==> config.mk <==
export PLATFORM = sky130hd
export DESIGN_NAME = gafc_divider
export DESIGN_NICKNAME = d
export VERILOG_FILES = /design/src/rtl/glyph_atlas_fifo_cache_macros.svh /design/src/rtl/gafc_pkg.sv /design/src/rtl/gafc_divider.sv
export SDC_FILE = /design/constraint.sdc
export NUM_CORES = 1
export LEC_CHECK = 0
export ABC_AREA = 1
export BUFFER_PORTS_ARGS = -buffer_cell sky130_fd_sc_hd__buf_4
export CAP_MARGIN = 15
export CORE_ASPECT_RATIO = 0.6
export CORE_MARGIN = 2
export CORE_UTILIZATION = 55
export CTS_BUF_LIST = sky130_fd_sc_hd__clkbuf_16
export CTS_CLUSTER_DIAMETER = 100
export DETAILED_ROUTE_END_ITERATION = 8
export PLACE_DENSITY = 0.88
export SLEW_MARGIN = 20
export SYNTH_ARGS = -nofsm -noshare
export SYNTH_HDL_FRONTEND = slang
export SYNTH_SLANG_ARGS = --single-unit
==> constraint.sdc <==
create_clock -name clk -period 9.35 [get_ports clk]
set_input_delay 2.805 -clock clk [delete_from_list [all_inputs] [get_ports clk]]
set_output_delay 2.805 -clock clk [all_outputs]
set_load 0.02 [all_outputs]
==> src/rtl/glyph_atlas_fifo_cache_macros.svh <==
// Assertion macros for the glyph atlas cache, included by glyph_atlas_fifo_cache.sv.
`ifndef GLYPH_ATLAS_FIFO_CACHE_MACROS_SVH
`define GLYPH_ATLAS_FIFO_CACHE_MACROS_SVH

`ifndef SYNTHESIS

`define GAFC_ASSERT(label, cond) \
	label: assert property (@(posedge clk) disable iff (!arst_n) (cond)) \
		else $error("glyph atlas cache: invariant violated");

`define GAFC_IMPLIES(label, ante, cons) \
	label: assert property (@(posedge clk) disable iff (!arst_n) (ante) |-> (cons)) \
		else $error("glyph atlas cache: implication violated");

`define GAFC_NEXT(label, ante, cons) \
	label: assert property (@(posedge clk) disable iff (!arst_n) (ante) |=> (cons)) \
		else $error("glyph atlas cache: next-cycle check violated");

`else

`define GAFC_ASSERT(label, cond)

`define GAFC_IMPLIES(label, ante, cons)

`define GAFC_NEXT(label, ante, cons)

`endif

`endif

==> src/rtl/gafc_pkg.sv <==
// Package with widths, register codes and shared types of the glyph atlas cache.
`default_nettype none

package gafc_pkg;

	localparam int CODE_W     = 16;
	localparam int ADV_W      = 8;
	localparam int SLOT_W     = 12;
	localparam int SLOTS      = 4096;
	localparam int CNT_W      = 13;
	localparam int DIM_W      = 11;
	localparam int ORG_W      = 10;
	localparam int CFG_DATA_W = 13;
	localparam int CFG_IDX_W  = 2;
	localparam int S_TDATA_W  = 32;
	localparam int M_TDATA_W  = 64;
	localparam int RES_W      = 1 + 1 + SLOT_W + ORG_W + ORG_W + ADV_W + 1 + CODE_W;
	localparam int DIV_STEPS  = 3;
	localparam int DIV_CYCLES = SLOT_W / DIV_STEPS;
	localparam int DIV_CNT_W  = $clog2(DIV_CYCLES + 1);

	localparam logic [DIM_W-1:0] CELL_SIZE_RST  = DIM_W'(16);
	localparam logic [DIM_W-1:0] COLUMNS_RST    = DIM_W'(64);
	localparam logic [CNT_W-1:0] SLOT_COUNT_RST = CNT_W'(SLOTS);
	localparam logic [ADV_W-1:0] BORDER_RST     = '0;

	typedef enum logic [CFG_IDX_W-1:0] {
		REG_CELL_SIZE  = 2'd0,
		REG_COLUMNS    = 2'd1,
		REG_SLOT_COUNT = 2'd2,
		REG_BORDER     = 2'd3
	} cfg_reg_t;

	typedef struct packed {
		logic [ADV_W-1:0]  adv;
		logic [CODE_W-1:0] code;
	} slot_entry_t;

	typedef struct packed {
		logic              busy;
		logic              done;
		logic [SLOT_W-1:0] quot;
		logic [DIM_W-1:0]  rem;
	} div_res_t;

endpackage

`default_nettype wire

==> src/rtl/gafc_divider.sv <==
// Iterative restoring divider that splits a slot index into atlas row and column.
`default_nettype none

module gafc_divider (
	input  wire logic                      clk,
	input  wire logic                      arst_n,
	input  wire logic                      start,
	input  wire logic [gafc_pkg::SLOT_W-1:0] dividend,
	input  wire logic [gafc_pkg::DIM_W-1:0]  divisor,
	output gafc_pkg::div_res_t             res
);
	import gafc_pkg::*;

	logic [SLOT_W-1:0]    dvd_q;
	logic [DIM_W-1:0]     rem_q;
	logic [DIM_W-1:0]     dsr_q;
	logic [DIV_CNT_W-1:0] cnt_q;
	logic                 busy_q;
	logic [SLOT_W-1:0]    dvd_n;
	logic [DIM_W-1:0]     rem_n;

	always_comb begin
		logic [DIM_W:0] trial;
		logic           qbit;
		dvd_n = dvd_q;
		rem_n = rem_q;
		for (int i = 0; i < DIV_STEPS; i++) begin
			trial = {rem_n, dvd_n[SLOT_W-1]};
			if (trial >= {1'b0, dsr_q}) begin
				trial = trial - {1'b0, dsr_q};
				qbit  = 1'b1;
			end else begin
				qbit  = 1'b0;
			end
			rem_n = trial[DIM_W-1:0];
			dvd_n = {dvd_n[SLOT_W-2:0], qbit};
		end
	end

	always_ff @(posedge clk or negedge arst_n) begin
		if (!arst_n) begin
			busy_q <= 1'b0;
			cnt_q  <= '0;
		end else if (start) begin
			busy_q <= 1'b1;
			cnt_q  <= DIV_CNT_W'(DIV_CYCLES);
		end else if (busy_q) begin
			if (cnt_q != '0) begin
				cnt_q <= cnt_q - DIV_CNT_W'(1);
			end else begin
				busy_q <= 1'b0;
			end
		end
	end

	always_ff @(posedge clk) begin
		if (start) begin
			dvd_q <= dividend;
			rem_q <= '0;
			dsr_q <= (divisor == '0) ? DIM_W'(1) : divisor;
		end else if (busy_q && (cnt_q != '0)) begin
			dvd_q <= dvd_n;
			rem_q <= rem_n;
		end
	end

	assign res.busy = busy_q;
	assign res.done = busy_q && (cnt_q == '0);
	assign res.quot = dvd_q;
	assign res.rem  = rem_q;

endmodule

`default_nettype wire

; Yosys cells after proc, flatten, opt, wreduce, memory -nomap -nowiden
; Cells that the tools add are included.
; W data, S select, Z words.
[op_classes]
n_reduce_logical = 9
magnitude_cmp = 3
add_sub_neg = 4
muxes = 14
[op_table]
columns = cell, count
row1 = $ge A12 B11 Y1, 3
row2 = $mux W11, 3
row3 = $sub A11 B11 Y11, 3
row4 = $mux W12, 2
row5 = $logic_not A11 Y1, 1
row6 = $mux W3, 3
row7 = $mux W1, 6
row8 = $reduce_bool A2 Y1, 3
row9 = $logic_not A3 Y1, 1
row10 = $reduce_bool A3 Y1, 1
row11 = $sub A3 B1 Y3 const B, 1
row12 = $logic_and A1 B1 Y1, 2
row13 = $reduce_and A2 Y1, 1
[word_totals]
elab_cells = 35
register_bits = 38
output_inout_bits = 25

; Depth between registers and ports, before layout
[logic_depth]
depth_word = 8
ltp_mapped = 36

; Least setup slack after synthesis
; No wires, ideal clock.
[synth_timing]
path_type = register to register
startpoint = reg dvd_q[11]
endpoint = reg dvd_q[0] (data pin)
synth_period_minus_slack_ns = 5.085
stages_incl_launch_ff = 33
path_buffers = 3
setup_time_ns = 0.266
arrival_time_ns = 4.819
setup_slack_ns = 4.265
path_cell_list = edfxtp_1 -> inv_1 -> ha_1 -> fa_1 -> inv_1 -> nand3_1 -> nand3_1 -> nand3_1 -> nand3_2 -> inv_4 -> buf_6 -> nand2_1 -> o21ai_1 -> ha_1 -> a21oi_1 -> nor2_1 -> o21ai_1 -> nand3_1 -> nand2_1 -> nand4_2 -> buf_2 -> o21ai_1 -> inv_1 -> ha_1 -> a21oi_1 -> o21ai_1 -> a21oi_1 -> o21ai_0 -> a21oi_2 -> nand2_1 -> nor2_2 -> buf_6 -> o21ai_1
[synth_via]
elab_chain_len = 8
[synth_rtl]
columns = element, line_no
row1 = from (decl), gafc_divider.sv:14  ; logic [SLOT_W-1:0] dvd_q;
row2 = from (signal assigned), gafc_divider.sv:58  ; dvd_q <= dividend;
row3 = from (signal assigned), gafc_divider.sv:62  ; dvd_q <= dvd_n;
row4 = $sub A11 B11 Y11 / $ge A12 B11 Y1 (equally long branches), "gafc_divider.sv:30, gafc_divider.sv:29"
row5 = $mux W11 *, gafc_divider.sv:29  ; if (trial >= {1'b0, dsr_q}) begin
row6 = $sub A11 B11 Y11 / $ge A12 B11 Y1 (equally long branches), "gafc_divider.sv:30, gafc_divider.sv:29"
row7 = $mux W11 *, gafc_divider.sv:29
row8 = $ge A12 B11 Y1 *, gafc_divider.sv:29
row9 = $mux W1 *, gafc_divider.sv:29
row10 = $mux W12 *, gafc_divider.sv:61  ; end else if (busy_q && (cnt_q != '0)) begin
row11 = $mux W12 *, gafc_divider.sv:57  ; if (start) begin
; Mark *: on every way between the ends. The rest lies on a longest branch, timed or not. The select of a mux whose other input is x is not followed.
; A chain may end at the register's enable or synchronous reset.

; Worst setup path in the final report
[layout_timing]
startpoint = reg dsr_q[0]
endpoint = reg dvd_q[0] (data pin)
[layout_via]
elab_chain_len = 8
[layout_rtl]
columns = element, line_no
row1 = from (decl), gafc_divider.sv:16  ; logic [DIM_W-1:0] dsr_q;
row2 = from (signal assigned), gafc_divider.sv:60  ; dsr_q <= (divisor == '0) ? DIM_W'(1) : divisor;
row3 = $sub A11 B11 Y11 / $ge A12 B11 Y1 (equally long branches), "gafc_divider.sv:30, gafc_divider.sv:29"
row4 = $mux W11, gafc_divider.sv:29
row5 = $sub A11 B11 Y11 / $ge A12 B11 Y1 (equally long branches), "gafc_divider.sv:30, gafc_divider.sv:29"
row6 = $mux W11, gafc_divider.sv:29
row7 = $ge A12 B11 Y1 *, gafc_divider.sv:29
row8 = $mux W1 *, gafc_divider.sv:29
row9 = $mux W12 *, gafc_divider.sv:61
row10 = $mux W12 *, gafc_divider.sv:57
; Marked as above.

==> impl_metrics.csv <==
group,metric,value,unit
status,status,"finished, final reports clean",
global_route,gr-total-overflow,0,
min_path,hp-start,"cnt_q[0]$_DFFE_PN0P_",
finish,instances_no_fill,638,
yosys,syn_area,3590,um^2
sta,finalHoldViolCount,0,
worst_setup_path,cpLargestDelayFamily,"compound AO/OA/AOI/OAI gates",
finish,design_area,4110,um^2
global_route,grt_pass1_wl,16800,um
sta,timing.fmax,0.156,GHz
clocking,cts-htree-levels,2,
worst_setup_path,crit_path_end_kind,"flip-flop",
yosys,synthArstFlopShare,10.5,%
clocking,cts_made_buffers,5,
die,coreArea,6220,um^2
yosys,synth_top_area_share,19.2,%
finish,fill_cells,543,
yosys,yosysWarnings,0,
yosys,synth_area_per_cell,6.97,um^2
yosys,synthTopCellsByArea,"edfxtp_1 19%, nand2_1 18%, ha_1 12%",
detailed_routing,first_pass_iters,7,
clocking,cts.hold.buffers_added,0,
sta,fin_tns_setup,0,ns
worst_setup_path,critPathMostFrequentCell,"o21ai_1",
detailed_routing,drt-vias-per-instance,5.63,
clocking,clock-root-buffer,"clkbuf_16",
clocking,insertion_delay,0.28,ns
global_route,gr-usage-met2,49.8,%
worst_setup_path,crit_slowest_cell,"nand4_2",
sta,finalClockSkew,0.00476,ns
worst_setup_path,max_stage_delay,0.47,ns
finish,antenna_cells,0,
detailed_routing,drt_iter0_markers,384,
clocking,cts_setup_buffers,0,
placement,dp.cells,630,
yosys,synthCells,516,
worst_setup_path,crit_fanout,21,
detailed_routing,ant_nets,0,
global_route,antenna_found_initial,0,
sta,drv_slew,0,
global_route,grt_usage,30.6,%
clocking,clk_pin_slew,0.06,ns
finish,drive_gt1_share,14.6,%
global_route,grt_pass1_vias,3399,
die,start_util,57.8,%
die,dieArea,7220,um^2
worst_setup_path,start_kind,"flip-flop",
placement,gp_routability_congestion,1.06,
sta,fin_crit_sh,68.7,%
clocking,tritoncts,"yes",
detailed_routing,num_vias,3591,
sta,tightest_slew,0.857,ns
placement,port-buffer-count,50,
sta,rsz0062_at_grt,"false",
die,ios,51,
detailed_routing,routed_wl,10100,um
yosys,syn_nets,580,
yosys,yosysSeqAreaShare,28.1,%
min_path,holdCritPathClass,"flip-flop to flip-flop",
worst_setup_path,cp.buffers_inverters,3,
clocking,cts.sinks,38,
flow_run,cap_violations,0,
detailed_routing,drc,0,
worst_setup_path,startpoint,"dsr_q[0]$_SDFFCE_PN1P_",
yosys,ys.flop_type,"edfxtp_1",
detailed_routing,avgRoutedWirePerCell,15.9,um
clocking,cts_resized,0,
global_route,grt_use_met3,7.34,%
global_route,grt-busiest-layer,"met2",
placement,placed_area,3970,um^2
finish,fin_nets,617,
sta,relSlewSlack,42.7,%
worst_setup_path,critPathKind,"flip-flop to flip-flop",
worst_setup_path,r2r_start,"dsr_q[0]$_SDFFCE_PN1P_",
sta,hold_slack,0.503,ns
worst_setup_path,arrival,6.44,ns
yosys,synth_commonest_cells,"172 x nand2_1, 72 x inv_1, 35 x ha_1, 35 x nand3_1, 24 x nor2_1",
clocking,cts_max_path_buffers,2,
sta,setup_viol,0,
yosys,ys_ff_latch,38,
finish,seqCellArea,1010,um^2
yosys,synth_area_leader_cell,"edfxtp_1",
die,row_count,22,
yosys,synth_most_common_cell,"nand2_1",
worst_setup_path,crit_required,9.36,ns
global_route,grt_util_met1,42.3,%
finish,syn_to_final_growth,14.3,%
placement,dp_hpwl,8290,um
die,die_h,66.6,um
die,fp.dieW,108,um
sta,finalCriticalPeriod,6.43,ns
global_route,grt_max_degree,31,
yosys,ys_types,44,
finish,multi_input_area,2190,um^2
yosys,synth-edff-count,23,
layer usage:
metal,wire [um],vias to the layer above
met5,0,-
met4,86,0
met3,1060,15
met2,4380,179
met1,4610,1661
li1,-,1736
placed cells by master (no fill, tap or decap), types with 3 or more instances in the layout:
cell       Yosys  layout
a21oi_1       22      22
buf_4          2      50
clkbuf_16      0       5
dfrtp_1        4       4
dfxtp_1       11      11
edfxtp_1      23      23
fa_1           3       3
ha_1          35      35
inv_1         72      72
nand2_1      172     172
nand2_2        4       4
nand3_1       35      35
nand3_2        4       4
nand4_1        8       8
nor2_1        24      24
nor3_1         4       4
o21ai_0        6       6
o21ai_1       17      17
o21bai_1       3       3
xnor2_1        8       8
xor2_1        14      14
worst register-to-register path: cells and delay by family, from the launching register on:
kind	cells	cell delay [ns]
AO/OA/AOI/OAI	10	2.15
AND/OR/NAND/NOR	11	1.81
adder cells (fa/ha/maj)	4	1.41
flip-flops	1	0.44
buffers and inverters	3	0.35
area by class of cell:
cell class	count	area share (%)
tap	84	2.56
clock buffer	5	3.05
clock inverter	3	0.396
multi-input combinational	382	53.3
timing repair buffer	50	9.14
sequential	38	24.6
inverter	76	7.00
logic make-up (layout without fill, tap and decap cells):
group / count (synthesis) / in the layout / synth area share [%]
and+or+nand+nor: 262 / 262 / 32.0
adders and majority gates: 38 / 38 / 13.9
DFF: 38 / 38 / 28.1
AOI/OAI and AO/OA: 60 / 60 / 9.71
xor gates and xnor gates: 22 / 22 / 5.36
buffers and inverters: 96 / 134 / 11.0
metrics by stage:
| step | util [%] | setup WS, ns |
|---|---|---|
| CTS | 66.0 | 3.16 |
| global placement | 63.8 | 3.47 |
| global route | 66.0 | 2.39 |
| detailed placement | 63.8 | 3.29 |
| floorplan | - | 4.27 |
| finish | 66.0 | 2.92 |
sequential cells by signal, summed over array words and instances (netlist names):
signal  flops
busy_q      1
cnt_q       3
dsr_q      11
dvd_q      12
rem_q      11
worst paths after layout:
check / end / slack (ns) / cells after the start
max: dvd_q[0]$_DFFE_PP_ / 2.92 / 28
min: cnt_q[0]$_DFFE_PN0P_ / 0.50 / 1
max reg2reg: dvd_q[0]$_DFFE_PP_ / 2.92 / 28
min reg2reg: cnt_q[0]$_DFFE_PN0P_ / 0.50 / 1
max in group asynchronous: cnt_q[0]$_DFFE_PN0P_ / 6.95 / 1
min in group asynchronous: cnt_q[1]$_DFFE_PN0P_ / 2.30 / 1
Power is not shown: default switching activity piles up to over one toggle a cycle in this logic, so the estimate is an artifact.
